**src/hw/rtl/fhsc_pkg.sv**
```systemverilog
// Shared types and constants for the floppy head seek controller.
package fhsc_pkg;

    localparam int TRACK_BITS = 8;
    localparam int DELAY_BITS = 20;
    localparam int CFG_DATA_BITS = 20;
    localparam int CFG_ADDR_BITS = 2;

    typedef enum logic [1:0] {
        OP_TICK  = 2'd0,
        OP_SEEK  = 2'd1,
        OP_RECAL = 2'd2,
        OP_INVAL = 2'd3
    } fhsc_op_t;

    typedef enum logic [CFG_ADDR_BITS-1:0] {
        REG_MAX_TRACK  = 2'd0,
        REG_HOME_LIMIT = 2'd1,
        REG_PULSE      = 2'd2,
        REG_SETTLE     = 2'd3
    } fhsc_reg_t;

    typedef enum logic [2:0] {
        PH_IDLE        = 3'd0,
        PH_HOME_TEST   = 3'd1,
        PH_HOME_PULSE  = 3'd2,
        PH_HOME_SETTLE = 3'd3,
        PH_SEEK_MOVE   = 3'd4,
        PH_SEEK_PULSE  = 3'd5,
        PH_SEEK_SETTLE = 3'd6
    } fhsc_phase_t;

    typedef struct packed {
        logic [7:0]  max_track;
        logic [7:0]  home_step_limit;
        logic [15:0] pulse_ticks;
        logic [19:0] settle_ticks;
    } fhsc_cfg_t;

    typedef struct packed {
        logic [TRACK_BITS-1:0] head_track;
        logic                  position_known;
        fhsc_phase_t           phase;
        logic [DELAY_BITS-1:0] delay_count;
        logic [7:0]            home_steps_done;
        logic [TRACK_BITS-1:0] goal_track;
        logic                  seek_after_home;
        logic                  direction_line;
    } fhsc_state_t;

    typedef struct packed {
        logic       track_valid;
        logic [7:0] current_track;
        logic       cmd_ok;
        logic       cmd_done;
        logic       busy_res;
        logic       dir_outward;
        logic       step_active;
    } fhsc_res_t;

endpackage

```
**src/hw/rtl/fhsc_cfg.sv**
```systemverilog
// Configuration register bank.
module fhsc_cfg
    import fhsc_pkg::*;
(
    input  logic                     clk,
    input  logic                     rst_n,
    input  logic                     cfg_we,
    input  logic [CFG_ADDR_BITS-1:0] cfg_addr,
    input  logic [CFG_DATA_BITS-1:0] cfg_wdata,
    output fhsc_cfg_t                cfg
);

    fhsc_cfg_t cfg_reg;
    fhsc_cfg_t cfg_next;

    always_comb
    begin
        cfg_next = cfg_reg;
        if (cfg_we)
        begin
            case (fhsc_reg_t'(cfg_addr))
                REG_MAX_TRACK:  cfg_next.max_track       = cfg_wdata[7:0];
                REG_HOME_LIMIT: cfg_next.home_step_limit = cfg_wdata[7:0];
                REG_PULSE:      cfg_next.pulse_ticks     = cfg_wdata[15:0];
                REG_SETTLE:     cfg_next.settle_ticks    = cfg_wdata[19:0];
                default:        cfg_next = cfg_reg;
            endcase
        end
    end

    always_ff @(posedge clk or negedge rst_n)
    begin
        if (!rst_n)
        begin
            cfg_reg.max_track       <= 8'd79;
            cfg_reg.home_step_limit <= 8'd85;
            cfg_reg.pulse_ticks     <= 16'd4;
            cfg_reg.settle_ticks    <= 20'd3000;
        end
        else
        begin
            cfg_reg <= cfg_next;
        end
    end

    assign cfg = cfg_reg;

endmodule

```
**src/hw/rtl/fhsc_core.sv**
```systemverilog
// Seek and recalibrate sequencer: state registers and per-word update.
module fhsc_core
    import fhsc_pkg::*;
(
    input  logic      clk,
    input  logic      rst_n,
    input  fhsc_cfg_t cfg,
    input  logic      in_fire,
    input  logic [1:0] operation,
    input  logic [7:0] target_track,
    input  logic      track0_sense,
    output fhsc_res_t res
);

    fhsc_state_t st_reg;
    fhsc_state_t st_next;
    logic        done;
    logic        ok;
    logic        do_home;
    logic        do_move;
    logic [DELAY_BITS-1:0] pulse_load;
    logic [DELAY_BITS-1:0] settle_load;
    logic        target_bad;

    assign pulse_load  = DELAY_BITS'(32'(cfg.pulse_ticks));
    assign settle_load = DELAY_BITS'(32'(cfg.settle_ticks));
    assign target_bad  = (target_track > cfg.max_track)
                       || ((32'(target_track) >> TRACK_BITS) != 32'd0);

    always_comb
    begin
        st_next = st_reg;
        done    = 1'b0;
        ok      = 1'b0;
        do_home = 1'b0;
        do_move = 1'b0;

        if (fhsc_op_t'(operation) == OP_TICK)
        begin
            case (st_reg.phase)
                PH_HOME_TEST: do_home = 1'b1;
                PH_SEEK_MOVE: do_move = 1'b1;
                PH_HOME_PULSE, PH_SEEK_PULSE:
                begin
                    if (st_reg.delay_count <= DELAY_BITS'(1))
                    begin
                        st_next.phase = (st_reg.phase == PH_HOME_PULSE) ?
                                        PH_HOME_SETTLE : PH_SEEK_SETTLE;
                        st_next.delay_count = settle_load;
                    end
                    else
                    begin
                        st_next.delay_count = st_reg.delay_count - DELAY_BITS'(1);
                    end
                end
                PH_HOME_SETTLE, PH_SEEK_SETTLE:
                begin
                    if (st_reg.delay_count != '0)
                    begin
                        st_next.delay_count = st_reg.delay_count - DELAY_BITS'(1);
                    end
                    else if (st_reg.phase == PH_HOME_SETTLE)
                    begin
                        st_next.phase = PH_HOME_TEST;
                        do_home = 1'b1;
                    end
                    else
                    begin
                        if (st_reg.direction_line)
                            st_next.head_track = st_reg.head_track - TRACK_BITS'(1);
                        else
                            st_next.head_track = st_reg.head_track + TRACK_BITS'(1);
                        st_next.phase = PH_SEEK_MOVE;
                        do_move = 1'b1;
                    end
                end
                default: st_next.phase = PH_IDLE;
            endcase
        end
        else if (st_reg.phase == PH_IDLE)
        begin
            case (fhsc_op_t'(operation))
                OP_SEEK:
                begin
                    if (target_bad)
                    begin
                        done = 1'b1;
                    end
                    else
                    begin
                        st_next.goal_track = TRACK_BITS'(target_track);
                        if (!st_reg.position_known)
                        begin
                            st_next.seek_after_home = 1'b1;
                            st_next.home_steps_done = 8'd0;
                            st_next.direction_line  = 1'b1;
                            st_next.phase           = PH_HOME_TEST;
                        end
                        else
                        begin
                            st_next.phase = PH_SEEK_MOVE;
                        end
                    end
                end
                OP_RECAL:
                begin
                    st_next.seek_after_home = 1'b0;
                    st_next.home_steps_done = 8'd0;
                    st_next.direction_line  = 1'b1;
                    st_next.phase           = PH_HOME_TEST;
                end
                default: st_next.position_known = 1'b0;
            endcase
        end

        // home test: track zero seen, give up, or another outward step
        if (do_home)
        begin
            if (track0_sense)
            begin
                st_next.head_track     = '0;
                st_next.position_known = 1'b1;
                if (st_next.seek_after_home)
                begin
                    st_next.seek_after_home = 1'b0;
                    st_next.phase = PH_SEEK_MOVE;
                    do_move = 1'b1;
                end
                else
                begin
                    st_next.phase = PH_IDLE;
                    done = 1'b1;
                    ok   = 1'b1;
                end
            end
            else if (st_next.home_steps_done >= cfg.home_step_limit)
            begin
                st_next.position_known  = 1'b0;
                st_next.phase           = PH_IDLE;
                st_next.seek_after_home = 1'b0;
                done = 1'b1;
            end
            else
            begin
                st_next.home_steps_done = st_next.home_steps_done + 8'd1;
                st_next.direction_line  = 1'b1;
                st_next.phase           = PH_HOME_PULSE;
                st_next.delay_count     = pulse_load;
            end
        end

        // seek move: step toward goal, or finish with optional zero check
        if (do_move)
        begin
            if (st_next.head_track < st_next.goal_track)
            begin
                st_next.direction_line = 1'b0;
                st_next.phase          = PH_SEEK_PULSE;
                st_next.delay_count    = pulse_load;
            end
            else if (st_next.head_track > st_next.goal_track)
            begin
                st_next.direction_line = 1'b1;
                st_next.phase          = PH_SEEK_PULSE;
                st_next.delay_count    = pulse_load;
            end
            else
            begin
                st_next.phase           = PH_IDLE;
                st_next.seek_after_home = 1'b0;
                done = 1'b1;
                if (st_next.goal_track == '0 && !track0_sense)
                begin
                    st_next.position_known = 1'b0;
                end
                else
                begin
                    ok = 1'b1;
                end
            end
        end
    end

    always_ff @(posedge clk or negedge rst_n)
    begin
        if (!rst_n)
        begin
            st_reg.head_track      <= '0;
            st_reg.position_known  <= 1'b0;
            st_reg.phase           <= PH_IDLE;
            st_reg.delay_count     <= '0;
            st_reg.home_steps_done <= 8'd0;
            st_reg.goal_track      <= '0;
            st_reg.seek_after_home <= 1'b0;
            st_reg.direction_line  <= 1'b0;
        end
        else if (in_fire)
        begin
            st_reg <= st_next;
        end
    end

    always_comb
    begin
        res.step_active   = (st_next.phase == PH_HOME_PULSE)
                          || (st_next.phase == PH_SEEK_PULSE);
        res.dir_outward   = st_next.direction_line;
        res.busy_res      = (st_next.phase != PH_IDLE);
        res.cmd_done      = done;
        res.cmd_ok        = done & ok;
        res.current_track = 8'(st_next.head_track);
        res.track_valid   = st_next.position_known;
    end

endmodule

```
**src/hw/rtl/fhsc_obuf.sv**
```systemverilog
// Result register with valid flag; frees the input side when empty or draining.
module fhsc_obuf
    import fhsc_pkg::*;
(
    input  logic      clk,
    input  logic      rst_n,
    input  logic      in_fire,
    input  fhsc_res_t res,
    output logic      in_ready,
    output logic      out_valid,
    input  logic      out_ready,
    output fhsc_res_t out_res
);

    logic      valid_reg;
    logic      valid_next;
    fhsc_res_t res_reg;

    assign in_ready   = !valid_reg || out_ready;
    assign valid_next = in_fire || (valid_reg && !out_ready);

    always_ff @(posedge clk or negedge rst_n)
    begin
        if (!rst_n)
            valid_reg <= 1'b0;
        else
            valid_reg <= valid_next;
    end

    always_ff @(posedge clk)
    begin
        if (in_fire)
            res_reg <= res;
    end

    assign out_valid = valid_reg;
    assign out_res   = res_reg;

endmodule

```
**src/hw/rtl/floppy_head_seek_controller.sv**
```systemverilog
// Top level of the floppy head seek and recalibrate controller.
//
// Input words on s_*: s_tuser carries the operation (tick, seek, recalibrate,
// invalidate); s_tdata carries the seek target and the track-zero sense.
// Every input word yields exactly one result word on m_*, showing the step
// and direction lines, busy, command completion and status, and the believed
// head track and whether it is known.
// Results are registered: a word accepted at one edge appears on m_* after it.
// Throughput is one word per cycle while intake is not blocked; the state update
// and result are formed in one pass of logic ahead of the result register.
// When m_tready is low the result is held and s_tready drops only while the
// result register is full; a waiting result does not block intake once the
// receiver takes it in the same cycle.
// Reset clears the head state (position unknown, idle, direction inward) and
// loads the register defaults: max track 79, step limit 85, pulse 4 ticks,
// settle 3000 ticks. cfg_* writes land on any edge with cfg_we high and
// must only be made while idle.
module floppy_head_seek_controller
    import fhsc_pkg::*;
(
    input  logic                     clk,
    input  logic                     rst_n,
    input  logic                     s_tvalid,
    output logic                     s_tready,
    input  logic [15:0]              s_tdata,  // [7:0] target_track, [8] track0_sense
    input  logic [1:0]               s_tuser,  // [1:0] operation
    output logic                     m_tvalid,
    input  logic                     m_tready,
    // [0] step_active, [1] dir_outward, [2] busy_res, [3] cmd_done, [4] cmd_ok,
    // [12:5] current_track, [13] track_valid
    output logic [15:0]              m_tdata,
    input  logic                     cfg_we,
    input  logic [CFG_ADDR_BITS-1:0] cfg_addr,
    input  logic [CFG_DATA_BITS-1:0] cfg_wdata
);

    fhsc_cfg_t cfg;
    fhsc_res_t res;
    fhsc_res_t out_res;
    logic      in_ready;
    logic      in_fire;

    assign s_tready = in_ready;
    assign in_fire  = s_tvalid && in_ready;

    fhsc_cfg u_cfg (
        .clk       (clk),
        .rst_n     (rst_n),
        .cfg_we    (cfg_we),
        .cfg_addr  (cfg_addr),
        .cfg_wdata (cfg_wdata),
        .cfg       (cfg)
    );

    fhsc_core u_core (
        .clk          (clk),
        .rst_n        (rst_n),
        .cfg          (cfg),
        .in_fire      (in_fire),
        .operation    (s_tuser),
        .target_track (s_tdata[7:0]),
        .track0_sense (s_tdata[8]),
        .res          (res)
    );

    fhsc_obuf u_obuf (
        .clk       (clk),
        .rst_n     (rst_n),
        .in_fire   (in_fire),
        .res       (res),
        .in_ready  (in_ready),
        .out_valid (m_tvalid),
        .out_ready (m_tready),
        .out_res   (out_res)
    );

    assign m_tdata = {2'b00, out_res};

endmodule

```
**config.mk**
```make
export PLATFORM = sky130hd
export DESIGN_NAME = floppy_head_seek_controller
export DESIGN_NICKNAME = d
export VERILOG_FILES = /design/src/hw/rtl/fhsc_pkg.sv /design/src/hw/rtl/fhsc_cfg.sv /design/src/hw/rtl/fhsc_core.sv /design/src/hw/rtl/fhsc_obuf.sv /design/src/hw/rtl/floppy_head_seek_controller.sv
export SDC_FILE = /design/constraint.sdc
export NUM_CORES = 1
export LEC_CHECK = 0
export ABC_AREA = 1
export BUFFER_PORTS_ARGS = -buffer_cell sky130_fd_sc_hd__buf_2
export CAP_MARGIN = 15
export CORE_UTILIZATION = 60
export DETAILED_ROUTE_END_ITERATION = 12
export GPL_TIMING_DRIVEN = 0
export PLACE_DENSITY_LB_ADDON = 0.3
export SLEW_MARGIN = 15
export SYNTH_ARGS = -nofsm -noshare
export SYNTH_HDL_FRONTEND = slang
export SYNTH_HIERARCHICAL = 1
export SYNTH_SLANG_ARGS = --single-unit
```
**constraint.sdc**
```tcl
create_clock -name clk -period 4.4 [get_ports clk]
set_input_delay 0.88 -clock clk [delete_from_list [all_inputs] [get_ports clk]]
set_output_delay 0.88 -clock clk [all_outputs]
set_load 0.1 [all_outputs]
```
# Yosys cells after proc, flatten, opt, wreduce, memory -nomap -nowiden
# Cells that the tools add are included.
# W data, S select, Z words.
dict set report totals {
  regBits 117
  latchBits 0
  mem_bits_rw 0
  romBits 0
  input_bits 45
  output_inout_bits 18
  elab_cells 149
  n_memories 0
}
dict set report op_classes {
  addsub 4
  mul 0
  div 0
  order_cmp 5
  eq_ne 13
  shifts 0
  mux 83
  n_bitwise 1
  n_reduce_logical 23
}
# op count
set op_table {}
lappend op_table {{$mux W20} 4}
lappend op_table {{$mux W8} 8}
lappend op_table {{$mux W28} 2}
lappend op_table {{$mux W18} 3}
lappend op_table {{$mux W1} 41}
lappend op_table {{$mux W40} 1}
lappend op_table {{$pmux W20 S2} 1}
lappend op_table {{$mux W3} 9}
lappend op_table {{$mux W24} 1}
lappend op_table {{$mux W23} 1}
lappend op_table {{$le A20 B1 Y1 const B} 1}
lappend op_table {{$reduce_bool A20 Y1} 1}
lappend op_table {{$sub A20 B1 Y20 const B} 1}
lappend op_table {{$add A8 B1 Y8 const B} 2}
lappend op_table {{$gt A8 B8 Y1} 2}
lappend op_table {{$pmux W8 S2} 1}
lappend op_table {{$eq A3 B3 Y1 const B} 4}
lappend op_table {{$eq A3 B2 Y1 const B} 3}
lappend op_table {{$pmux W3 S3} 1}
lappend op_table {{$ge A8 B8 Y1} 1}
lappend op_table {{$logic_not A8 Y1} 1}
lappend op_table {{$lt A8 B8 Y1} 1}
lappend op_table {{$mux W2} 4}
lappend op_table {{$mux W4} 2}
lappend op_table {{16 further kinds} 33}

# Longest topological paths before layout
dict set report logic_depth {
  word_depth 15
  mapped_depth 28
}

# Hierarchy
# Netlist, hierarchy kept.
# module instances cells_each area_each_um2 seq_area_each_um2
set by_module_without_submodules {}
lappend by_module_without_submodules {fhsc_core 1 767 4864.7 1251.2}
lappend by_module_without_submodules {fhsc_cfg 1 232 2227.1 1322.5}
lappend by_module_without_submodules {fhsc_obuf 1 19 465.4 445.4}
lappend by_module_without_submodules {floppy_head_seek_controller 1 5 26.3 0.0}

# Least setup slack after synthesis
# No wires, ideal clock.
dict set report synth_timing {
  path_kind {in2reg}
  startpoint {input s_tdata[7]}
  endpoint {register u_core/st_reg[17] in the netlist's numbering}
  setup_time_ns 0.123
  t_arrival_ns 3.620
  t_required_ns 4.277
  path_slack_ns 0.657
  cell_stages 20
  n_path_buf 1
  cell_sequence {ha_1 > a21o_1 > nor2_1 > nand2_1 > nand2_1 > nand2_1 > nand2_1 > buf_2 > inv_1 > nand2_1 > inv_1 > ha_1 > a21oi_1 > o21a_1 > nand3_1 > nor3_4 > nand2_2 > nor2_2 > nand3_1 > xor2_1}
}
dict set report synth_via {
  elab_chain_cells 9
  elab_cells_between_ends 10
  classes_between {add/sub (1); order compare (2); mux (7)}
}
# element line
set synth_lines {}
lappend synth_lines {{start, declared} floppy_head_seek_controller.sv:25} ;# input logic [15:0] s_tdata,
lappend synth_lines {{$gt A8 B8 Y1 (*)} fhsc_core.sv:27} ;# assign target_bad = (target_track > cfg.max_track)
lappend synth_lines {{$mux W18 (*)} fhsc_core.sv:85} ;# if (target_bad)
lappend synth_lines {{$pmux W8 S2 (*)} fhsc_core.sv:82} ;# case (fhsc_op_t'(operation))
lappend synth_lines {{$mux W18 (*)} fhsc_core.sv:80} ;# else if (st_reg.phase == PH_IDLE)
lappend synth_lines {{$mux W18 (*)} fhsc_core.sv:38} ;# if (fhsc_op_t'(operation) == OP_TICK)
lappend synth_lines {{$add A8 B1 Y8 / $ge A8 B8 Y1 (equally long branches)} {fhsc_core.sv:145, fhsc_core.sv:136}}
lappend synth_lines {{$mux W28} fhsc_core.sv:136} ;# else if (st_next.home_steps_done >= cfg.home_step_limit)
lappend synth_lines {{$mux W28} fhsc_core.sv:119} ;# if (track0_sense)
lappend synth_lines {{$mux W40 (*)} fhsc_core.sv:117} ;# if (do_home)
lappend synth_lines {{end signal, assigned} fhsc_core.sv:199} ;# st_reg <= st_next;
lappend synth_lines {{end, declared} fhsc_core.sv:15} ;# fhsc_state_t st_reg;
# Mark *: on every way between the ends. The rest lies on a longest branch, timed or not.
# A chain may end at the register's enable or synchronous reset.

==> results.sh <==
export IMPL_port_buffers=53
export IMPL_status="finished, final reports clean"
export IMPL_htreeDepth=4
export IMPL_area_growth_syn_to_layout_pct=14.62
export IMPL_period_share=0.9193
export IMPL_rr_endpoint="u_core/st_reg[20]"
export IMPL_final_setup_viol_count=0
export IMPL_cp_start_kind="input pin"
export IMPL_diodes=0
export IMPL_cts_buffer_depth=2
export IMPL_setup_tns_final_ns=0
export IMPL_drt_pre_antenna_iters=5
export IMPL_yosysTopAreaCellShare=0.2838
export IMPL_nNetsFinal=1181
export IMPL_initial_core_util=0.6236
export IMPL_ys_seq_elements=117
export IMPL_num_vias=7085
export IMPL_coreArea_mm2=0.01216
export IMPL_power_switching_uw=1914
export IMPL_ff2ff_path_depth=27
export IMPL_p_int_uw=2789
export IMPL_fin_skew_ns=0.009787
export IMPL_yosys_top_cells_area="dfrtp_1 (28%), nand2_1 (16%), ha_1 (5.9%)"
export IMPL_n_fill_cell=994
export IMPL_ioPinCount=63
export IMPL_leakage_uw=0.004481
export IMPL_seq_power_share=0.336
export IMPL_clock_power_share=0.273
export IMPL_grt_overflow=0
export IMPL_p_comb_frac=0.391
export IMPL_syn_area_mm2=0.007584
export IMPL_cap_viol_max_count=0
export IMPL_avgRoutedWirePerCell_um=15.73
export IMPL_wl_um=20130
export IMPL_swShare=0.4070
export IMPL_die_x_um=114.4
export IMPL_peakVddDrop_mv=0.3583
export IMPL_reg2reg_from="u_cfg/cfg[47]"
export IMPL_maxSlewViolCount=0
export IMPL_gr_usage_all_layers=0.3328
export IMPL_hold_path_class="in2async"
export IMPL_timing_hold_ws_ns=0.3510
export IMPL_worstMarginPinSlew_ns=0.6805
export IMPL_cts_sinks=117
export IMPL_remaining_drc_errors=0
export IMPL_critPathMaxFanout=10
export IMPL_drive_above_1_share=0.1547
export IMPL_arrival_ns=4.35
export IMPL_insertion_delay_ns=0.42
export IMPL_clkTransAtPathRegs_ns=0.05
export IMPL_required_ns=4.71
export IMPL_postRouteAntennaNets=0
export IMPL_rsz0062_at_grt="false"
export IMPL_avgViaCountPerCell=5.535
export IMPL_grt_pass1_wl_um=33150
export IMPL_die_area_mm2=0.01309
export IMPL_grt_pass1_vias=6767
export IMPL_rows=40
export IMPL_cts_buffers=17
export IMPL_multi_input_area_mm2=0.003826
export IMPL_cts_tree="built"
export IMPL_power_density_mw_per_mm2=541.1
export IMPL_yosysWarnings=6
export IMPL_gp_congestion=0.9235
export IMPL_worstSetupPathType="in2reg"
export IMPL_synth_avg_cell_area_um2=7.413
export IMPL_dp_cells=1246
export IMPL_fin_util=0.7147
export IMPL_fin_crit_ns=4.045
export IMPL_yosys_area_top_type="dfrtp_1"
export IMPL_hold_viol=0
export IMPL_grt_max_degree=69
export IMPL_dp_hpwl_um=14560
export IMPL_drt_iter0_drc=562
export IMPL_endpoint_kind="flop"
export IMPL_stdcell_count=1280
export IMPL_r2r_setup_slack_ns=0.39
export IMPL_largest_register_ffs=52
export IMPL_maxClockFrequency_mhz=247.2
export IMPL_post_synth_num_cell_types=44
export IMPL_yosysSeqAreaShare=0.3981
export IMPL_die_y_um=114.4
export IMPL_max_slew_margin_rel=0.5464
export IMPL_clock_tree_root_cell="clkbuf_16"
export IMPL_antenna_found_initial=0
export IMPL_seqCellArea_mm2=0.003019
export IMPL_synthCells=1023
synthesized netlist by cell type:
library cell    n
inv_2           6
buf_6           8
nor2_4          1
nor2_2          7
xor2_1         23
nand4_1        58
o21a_1          2
or2_2           1
nand3_1        62
nor2_1         70
nand3b_1        3
inv_1         113
o21ai_0        53
o21bai_1        4
nor3_4          1
and2_1          2
o2111ai_1       1
o211ai_1        4
clkbuf_1        7
buf_4          17
nand3_2         1
clkinv_1        2
conb_1          1
buf_2          13
nor3_1          8
dfrtp_1        86
o221ai_1        1
a21oi_2         1
xnor2_1         6
a21boi_1        1
nand2_1       331
nand2_2         7
edfxtp_1       14
nand2_4         1
o22ai_1         4
ha_1           36
buf_1           4
nor4_1          2
dfstp_2        17
fa_1            1
a211oi_1        3
a21o_1          1
a21oi_1        37
nand3_4         2
metal layers:
layer | part of all wire | vias up | GRT usage | routed length (um)
li1 | - | 3470 | - | -
met1 | 0.42 | 3237 | 0.4252 | 8482
met2 | 0.47 | 322 | 0.5366 | 9386
met3 | 0.074 | 56 | 0.06088 | 1481
met4 | 0.039 | 0 | 0.1844 | 783
met5 | 0 | - | 0 | 0
cells in the final DEF, fill, tap and decap left out, types with 19 or more instances in the layout:
cell type / instances
ha_1: 36
dfrtp_1: 86
o21ai_0: 53
nand2_1: 329
a21oi_1: 37
buf_2: 65
xor2_1: 23
nand4_1: 58
inv_1: 113
nand3_1: 62
nor2_1: 69
buf_4: 19
metrics by stage:
step	setup WS (ns)	instance area (um2)	total power, uW
2_1_floorplan	0.6574	7587	2940
3_3_place_gp	-0.1365	8063	3303
3_5_place_dp	-0.1593	8097	3357
4_1_cts	0.1368	8641	4657
5_1_grt	0.03271	8692	5020
6_report	0.3550	8692	4704
cells by family after synthesis:
logic type | synth area share
xor+xnor | 0.03349
flops | 0.3981
fa+ha+maj | 0.06204
compound gates | 0.08101
simple gates | 0.3222
other cells | 0.0004945
buf+inv | 0.1026
critical path, stage by stage:
cell and delay, ns:
buf_2 0.10, inv_1 0.06, ha_1 0.27, inv_1 0.28, nor3_1 0.10, nand3_1 0.19, clkinv_1 0.28, o21ai_0 0.25
a21oi_1 0.12, ha_1 0.36, nand2_1 0.06, a21oi_1 0.14, inv_1 0.06, o2111ai_1 0.12, nand2_1 0.17, a21oi_4 0.32
buf_2 0.31, nand3_1 0.11, nand3_1 0.09, nand2_1 0.06
power groups by stage:
stage / sequential (uW) / clock (uW) / combinational (uW)
4_1_cts: 1570 / 1290 / 1800
3_3_place_gp: 1580 / 0 / 1720
2_1_floorplan: 1650 / 0 / 1290
3_5_place_dp: 1580 / 0 / 1780
6_report: 1580 / 1280 / 1840
5_1_grt: 1610 / 1330 / 2070
worst max-delay path by stage:
stage	start	end	slack, ns	depth (start not counted)
after global placement	s_tuser[0]	u_core/st_reg[25]	-0.14	22
after floorplan	s_tdata[7]	u_core/st_reg[17]	0.66	20
final	s_tuser[0]	u_core/st_reg[20]	0.36	20
after global routing	s_tuser[0]	u_core/st_reg[24]	0.03	23
after detailed placement	s_tuser[1]	u_core/st_reg[22]	-0.16	22
after CTS	u_core/st_reg[18]	u_core/st_reg[22]	0.14	23
repair_timing:
action,in CTS,in global routing
setup buffers,0,2
setup endpoints to repair,0,23
resized for setup,0,8
hold buffers,0,0
layout make-up:
class	count	share of cell area
multi-input combinational	737	0.4402
sequential	117	0.3473
clock buffer	26	0.05628
inverter	121	0.05225
buffer	49	0.03728
timing repair buffer	56	0.03613
tap	168	0.02418
clock inverter	6	0.006334
Note: power is estimated with default switching activity, not from simulation.
